## src/hdl/encoder_velocity_pid_defines.svh

```systemverilog
// ---------------------------------------------------------------------------
// encoder_velocity_pid assertion macros
// Shared concurrent assertion forms for the velocity controller.
// ---------------------------------------------------------------------------
`ifndef ENCODER_VELOCITY_PID_DEFINES_SVH
`define ENCODER_VELOCITY_PID_DEFINES_SVH

// same-cycle implication
`define EVP_ASSERT_IMPL(lbl, clk, rst, ante, cons) \
   lbl: assert property (@(posedge clk) disable iff (rst) (ante) |-> (cons)) \
      else $error("evp assertion failed");

// next-cycle implication
`define EVP_ASSERT_NEXT(lbl, clk, rst, ante, cons) \
   lbl: assert property (@(posedge clk) disable iff (rst) (ante) |=> (cons)) \
      else $error("evp assertion failed");

`endif

```

## src/hdl/evp_pkg.sv

```systemverilog
// ---------------------------------------------------------------------------
// evp_pkg
// Types and constants shared by the encoder velocity controller modules.
// ---------------------------------------------------------------------------
`timescale 1ns / 1ps

package evp_pkg;

   localparam int SUM_WIDTH_DEF = 48;

   // register indexes
   localparam logic [2:0] CSR_CPR    = 3'd0;
   localparam logic [2:0] CSR_KP     = 3'd1;
   localparam logic [2:0] CSR_KI     = 3'd2;
   localparam logic [2:0] CSR_KD     = 3'd3;
   localparam logic [2:0] CSR_TARGET = 3'd4;

   // datapath operations issued by the sequencer
   typedef enum logic [4:0] {
      OP_NONE,
      OP_LOAD,
      OP_MUL_DEN,
      OP_MUL_VNUM,
      OP_VDIV_GO,
      OP_VEND,
      OP_MUL_ANUM,
      OP_ADIV_GO,
      OP_AEND,
      OP_INTEG,
      OP_BEND,
      OP_TLO,
      OP_THI,
      OP_TSUM,
      OP_OUT
   } op_type;

   typedef struct packed {
      op_type     op;
      logic [1:0] term;
   } cmd_type;

   typedef struct packed {
      logic primed;
      logic vskip;
      logic askip;
      logic div_done;
   } stat_type;

endpackage

```

## src/hdl/evp_ctrl.sv

```systemverilog
// ---------------------------------------------------------------------------
// evp_ctrl
// Sequencer: steps the datapath through one sample and hands the result word.
// ---------------------------------------------------------------------------
`timescale 1ns / 1ps
`include "encoder_velocity_pid_defines.svh"

module evp_ctrl (
   input  logic              clock,
   input  logic              reset,
   input  logic              req_valid,
   output logic              req_ready,
   output logic              rsp_valid,
   input  logic              rsp_ready,
   input  evp_pkg::stat_type stat,
   output evp_pkg::cmd_type  cmd
);

   typedef enum logic [15:0] {
      ST_IDLE  = 16'h0001,
      ST_DEN   = 16'h0002,
      ST_VNUM  = 16'h0004,
      ST_VGO   = 16'h0008,
      ST_VWAIT = 16'h0010,
      ST_VEND  = 16'h0020,
      ST_ANUM  = 16'h0040,
      ST_AGO   = 16'h0080,
      ST_AWAIT = 16'h0100,
      ST_AEND  = 16'h0200,
      ST_INTEG = 16'h0400,
      ST_BEND  = 16'h0800,
      ST_TLO   = 16'h1000,
      ST_THI   = 16'h2000,
      ST_TSUM  = 16'h4000,
      ST_OUT   = 16'h8000
   } state_type;

   state_type  st_ff, st_in;
   logic [1:0] term_ff, term_in;
   logic       rsp_valid_ff, rsp_valid_in;
   logic       out_free;

   assign out_free  = ~rsp_valid_ff | rsp_ready;
   assign req_ready = st_ff == ST_IDLE;

   // next state and command
   always_comb begin
      st_in        = st_ff;
      term_in      = term_ff;
      rsp_valid_in = rsp_valid_ff & ~rsp_ready;
      cmd.op       = evp_pkg::OP_NONE;
      cmd.term     = term_ff;
      unique case (st_ff)
         ST_IDLE: begin
            if (req_valid) begin
               cmd.op = evp_pkg::OP_LOAD;
               if (stat.primed) begin
                  st_in = ST_DEN;
               end
            end
         end
         ST_DEN: begin
            cmd.op = evp_pkg::OP_MUL_DEN;
            st_in  = ST_VNUM;
         end
         ST_VNUM: begin
            cmd.op = evp_pkg::OP_MUL_VNUM;
            st_in  = ST_VGO;
         end
         ST_VGO: begin
            if (stat.vskip) begin
               st_in = ST_VEND;
            end else begin
               cmd.op = evp_pkg::OP_VDIV_GO;
               st_in  = ST_VWAIT;
            end
         end
         ST_VWAIT: begin
            if (stat.div_done) st_in = ST_VEND;
         end
         ST_VEND: begin
            cmd.op = evp_pkg::OP_VEND;
            st_in  = ST_ANUM;
         end
         ST_ANUM: begin
            cmd.op = evp_pkg::OP_MUL_ANUM;
            st_in  = ST_AGO;
         end
         ST_AGO: begin
            if (stat.askip) begin
               st_in = ST_AEND;
            end else begin
               cmd.op = evp_pkg::OP_ADIV_GO;
               st_in  = ST_AWAIT;
            end
         end
         ST_AWAIT: begin
            if (stat.div_done) st_in = ST_AEND;
         end
         ST_AEND: begin
            cmd.op = evp_pkg::OP_AEND;
            st_in  = ST_INTEG;
         end
         ST_INTEG: begin
            cmd.op = evp_pkg::OP_INTEG;
            st_in  = ST_BEND;
         end
         ST_BEND: begin
            cmd.op  = evp_pkg::OP_BEND;
            term_in = 2'd0;
            st_in   = ST_TLO;
         end
         ST_TLO: begin
            cmd.op = evp_pkg::OP_TLO;
            st_in  = ST_THI;
         end
         ST_THI: begin
            cmd.op = evp_pkg::OP_THI;
            st_in  = ST_TSUM;
         end
         ST_TSUM: begin
            cmd.op  = evp_pkg::OP_TSUM;
            term_in = term_ff + 2'd1;
            st_in   = (term_ff == 2'd2) ? ST_OUT : ST_TLO;
         end
         ST_OUT: begin
            if (out_free) begin
               cmd.op       = evp_pkg::OP_OUT;
               rsp_valid_in = 1'b1;
               st_in        = ST_IDLE;
            end
         end
         default: st_in = ST_IDLE;
      endcase
   end

   always_ff @(posedge clock) begin
      if (reset) begin
         st_ff        <= ST_IDLE;
         term_ff      <= '0;
         rsp_valid_ff <= 1'b0;
      end else begin
         st_ff        <= st_in;
         term_ff      <= term_in;
         rsp_valid_ff <= rsp_valid_in;
      end
   end

   assign rsp_valid = rsp_valid_ff;

   `EVP_ASSERT_IMPL(a_done_in_wait, clock, reset, stat.div_done, st_ff == ST_VWAIT || st_ff == ST_AWAIT)
   `EVP_ASSERT_NEXT(a_primed_starts, clock, reset, req_valid && req_ready && stat.primed, st_ff == ST_DEN)
   `EVP_ASSERT_NEXT(a_out_holds, clock, reset, st_ff == ST_OUT && rsp_valid_ff && !rsp_ready, st_ff == ST_OUT && rsp_valid_ff)

endmodule

```

## config.mk

```make
export PLATFORM = sky130hd
export DESIGN_NAME = evp_ctrl
export DESIGN_NICKNAME = d
export VERILOG_FILES = /design/src/hdl/evp_pkg.sv /design/src/hdl/evp_ctrl.sv
export VERILOG_INCLUDE_DIRS = /design/src /design/src/hdl
export SDC_FILE = /design/constraint.sdc
export NUM_CORES = 1
export LEC_CHECK = 0
export BUFFER_PORTS_ARGS = -buffer_cell sky130_fd_sc_hd__buf_2
export CAP_MARGIN = 20
export CELL_PAD_IN_SITES_DETAIL_PLACEMENT = 0
export CELL_PAD_IN_SITES_GLOBAL_PLACEMENT = 1
export CORE_ASPECT_RATIO = 0.9
export CORE_UTILIZATION = 45
export CTS_BUF_LIST = sky130_fd_sc_hd__clkbuf_16
export CTS_CLUSTER_DIAMETER = 80
export CTS_CLUSTER_SIZE = 28
export DETAILED_ROUTE_END_ITERATION = 7
export PLACE_DENSITY_LB_ADDON = 0.12
export SLEW_MARGIN = 20
export SYNTH_ARGS = -nofsm -noshare
export SYNTH_HDL_FRONTEND = slang
export SYNTH_SLANG_ARGS = --single-unit
export TNS_END_PERCENT = 1
```

## constraint.sdc

```tcl
create_clock -name clock -period 2.95 [get_ports clock]
set_input_delay 0.59 -clock clock [delete_from_list [all_inputs] [get_ports clock]]
set_output_delay 0.59 -clock clock [all_outputs]
set_load 0.01 [all_outputs]
```

Yosys cells after proc, flatten, opt, wreduce, memory -nomap -nowiden
Cells that the tools add are included.
{"block": "totals", "reg_bits": 19, "elab_cells": 49}
{"block": "op_classes", "n_addsub": 1, "eq_ne": 22, "n_mux": 17, "n_bitwise": 4, "reduce_logical": 2}
{"cell": "$pmux W16 S16", "n": 1}
{"cell": "$mux W16", "n": 6}
{"cell": "$pmux W4 S14", "n": 1}
{"cell": "$eq A16 B1 Y1 const B", "n": 1}
{"cell": "$eq A16 B10 Y1 const B", "n": 1}
{"cell": "$eq A16 B11 Y1 const B", "n": 1}
{"cell": "$eq A16 B12 Y1 const B", "n": 1}
{"cell": "$eq A16 B13 Y1 const B", "n": 1}
{"cell": "$eq A16 B14 Y1 const B", "n": 1}
{"cell": "$eq A16 B15 Y1 const B", "n": 1}
{"cell": "$eq A16 B16 Y1 const B", "n": 1}
{"cell": "$eq A16 B2 Y1 const B", "n": 1}
{"cell": "$eq A16 B3 Y1 const B", "n": 1}
{"cell": "$eq A16 B4 Y1 const B", "n": 1}
{"cell": "$eq A16 B5 Y1 const B", "n": 1}
{"cell": "$eq A16 B6 Y1 const B", "n": 1}
{"cell": "$eq A16 B7 Y1 const B", "n": 1}
{"cell": "$eq A16 B8 Y1 const B", "n": 1}
{"cell": "$eq A16 B9 Y1 const B", "n": 1}
{"cell": "$mux W10", "n": 1}
{"cell": "$ne A2 B2 Y1 const B", "n": 4}
{"cell": "$mux W3", "n": 2}
{"cell": "$mux W6", "n": 1}
{"cell": "$reduce_and A5 Y1", "n": 1}
{"cell": "10 further kinds", "n": 13}

Longest topological paths before layout
{"block": "depth", "ltp_word": 4, "depth_mapped": 6, "depth_no_buf": 5}

Worst setup path before layout
Ideal clock, no wire load.
{"block": "synth_timing", "kind": "register -> output", "from": "reg st_ff[11]", "to": "out cmd[4] in the netlist's numbering", "t_arrival_ps": 1618, "t_required_ps": 2360, "slack_ps": 742, "path_stages_with_launch": 7, "cell_sequence": "dfxtp_1 > buf_2 > nor4_4 > nand3_1 > nor3_1 > nand2_1 > o21ai_0"}
{"element": "start, declared", "line_no": "evp_ctrl.sv:38", "rtl": "state_type st_ff, st_in;"}
{"element": "start signal, assigned", "line_no": "evp_ctrl.sv:143", "rtl": "st_ff <= st_in;"}
{"element": "end, declared", "line_no": "evp_ctrl.sv:16", "rtl": "output evp_pkg::cmd_type cmd"}

==> results.json <==
{
  "status": "complete, but fails checks",
  "failed_checks": "DRC",
  "postLayoutCoreUtil_pct": 56.9,
  "period_share_pct": 96.3,
  "design_power_total_mw": 0.735,
  "core-area_sq_um": 2550,
  "whs_ns": 0.527,
  "finalHoldViolations": 0,
  "num_antenna_cells": 0,
  "vias": 1220,
  "synthTopCellsByCount": "dfxtp_1, nor2_1, nand2_1",
  "htreeDepth": 1,
  "setup_tns_ns": 0,
  "min_period_ns": 2.84,
  "ir_drop_mv": 0.248,
  "synthDistinctLibCells": 50,
  "hpwlAfterDp_microns": 2260,
  "worstPathArrival_ns": 2.25,
  "antenna_found_initial": 0,
  "synthMuxAreaShare_pct": 0,
  "gr-total-overflow": 0,
  "synth_flop_cell": "dfxtp_1",
  "max_cap_viol_count": 0,
  "synth_seq_area_share_pct": 30.1,
  "fmax_mhz": 352,
  "synth_area_leaders": "dfxtp_1, nor4_4, nor2_1",
  "min-delay-path-class": "flop to flop",
  "synth-compound-area-share_pct": 15.7,
  "area_growth_pct": 15.0,
  "die_h_microns": 52.3,
  "wl_per_cell_microns": 16.1,
  "synth_top_area_cell": "dfxtp_1",
  "fillers": 238,
  "synth_top_area_share_pct": 30.1,
  "port_buffers": 15,
  "synthAdderAreaFrac_pct": 0.990,
  "die_width_microns": 57.9,
  "rsz0062_at_grt": "false",
  "synth_top_family_by_area": "simple AND/OR/NAND/NOR gates",
  "synth_nets": 162,
  "syn_inst": 153,
  "drive_above_1_share_pct": 21.0,
  "powerDensity_nw_per_um2": 506,
  "synth-seq-cells": 19,
  "place_inst": 188,
  "cts_buffer_depth": 2,
  "clkSlewWorstSetupHoldPaths_ns": 0.06,
  "worst_ep_required_time_ns": 2.36,
  "drtAntennaViolNets": 0,
  "postCtsHoldBufs": 0,
  "cts_tree": "done",
  "insertion_delay_ns": 0.25,
  "yosys_warnings": 0,
  "syn_area_per_cell_sq_um": 8.26,
  "fin_cells": 195,
  "die_area_sq_um": 3020,
  "firstDrtPassIters": 6,
  "start_util_pct": 49.5,
  "critPathCaptureType": "output port",
  "yosys.area_share.simple_pct": 45.0,
  "design.portCount": 17,
  "grt_max_degree": 18,
  "cts_buffers": 3,
  "gp_congestion": 0.870,
  "slew_viol_final": 0,
  "drtIter0Drc": 62,
  "synth_xor_xnor_area_share_pct": 3.47,
  "wirelength_microns": 3150,
  "start_kind": "flop",
  "drcViolationCount": 1,
  "max_slew_margin_pct": 61.1,
  "grt_pass1_wl_microns": 5220,
  "setup_viol": 0,
  "nets": 177,
  "critical_path_class": "flop to output port",
  "vias_per_cell": 6.26,
  "async_flop_share_pct": 0,
  "cts-root-buf": "clkbuf_16",
  "path_max_fanout": 8,
  "fin_skew_ns": 0.00328,
  "worst_pin_slew_ns": 0.579,
  "globalRouteTotalUtil_pct": 22.7,
  "syn_area_sq_um": 1260,
  "grt_pass1_vias": 1074,
  "cts_sinks": 19,
  "p_leak_nw": 0.617,
  "rows": 17,
  "synth-edff-count": 0
}
critical path, cell delays in order (launching register included):
cell and delay, ns:
dfxtp_1 0.40, nor4_4 0.55, nand3_2 0.23, nor4bb_2 0.43
a2111oi_0 0.15, o21ai_0 0.09, buf_2 0.14
path summary, 6_finish.rpt:
check	start	end	slack, ns	depth (start not counted)
worst max-delay path	st_ff[7]	cmd[4]	0.11	6
worst min-delay path	term_ff[1]	term_ff[1]	0.53	2
worst max register to register	st_ff[12]	term_ff[0]	0.93	6
worst min register to register	term_ff[1]	term_ff[1]	0.53	2
layout by cell type (no fill, tap or decap), drive strengths merged, types with 3 or more instances in the layout:
cell	count
nand3	9
clkbuf	3
inv	5
xor2	3
buf	19
nor2	19
or4	3
nor4	5
a31oi	3
nand4b	3
a21oi	5
nand4	4
dfxtp	19
nor4b	5
o21ai	3
nor2b	3
nand2	11
and4b	3
nor3	9
area by class of cell:
cell class,instances,area (sq um),area share [%]
clock buffers,3,75.1,5.17
well taps,28,35.0,2.41
flip-flops and latches,19,380,26.2
inverters,4,15.0,1.03
multi-input cells,121,838,57.7
clock inverters,1,3.75,0.258
repair buffers,19,105,7.24
power by group:
part | total (mW) | internal (mW) | switching (mW)
Clock | 0.278 | 0.180 | 0.0980
Sequential | 0.282 | 0.265 | 0.0168
Combinational | 0.175 | 0.0813 | 0.0933
Total | 0.735 | 0.527 | 0.208
layer usage:
metal / up-vias / routed length, microns / GRT usage [%]
li1: 602 / - / -
met1: 573 / 1570 / 34.5
met2: 40 / 1360 / 33.7
met3: 5 / 170 / 1.48
met4: 0 / 42 / 7.14
met5: - / 0 / 0
state kept, by name, indices dropped and copies added (netlist names):
signal and count:
rsp_valid 1, st_ff 16, term_ff 2
metrics by stage:
step	cell area [sq um]	setup WS, ns
3_5_place_dp	1340	0.244
3_3_place_gp	1340	0.215
5_1_grt	1450	0.00923
6_report	1450	0.110
4_1_cts	1430	0.0614
2_1_floorplan	1260	0.742
cells by family after synthesis:
family,Yosys count
other,1
buffers and inverters,13
adder cells (fa/ha/maj),1
AO/OA/AOI/OAI,27
flip-flops,19
AND/OR/NAND/NOR,87
XOR/XNOR,5
timing repair:
action / 4_1_cts / 5_1_grt
buffers inserted: 0 / 3
resized for setup: 1 / 1
pin swaps: 0 / 2
gates cloned: 0 / 0
endpoints found under the setup margin: 1 / 2
Note: power is estimated with default switching activity, not from simulation.
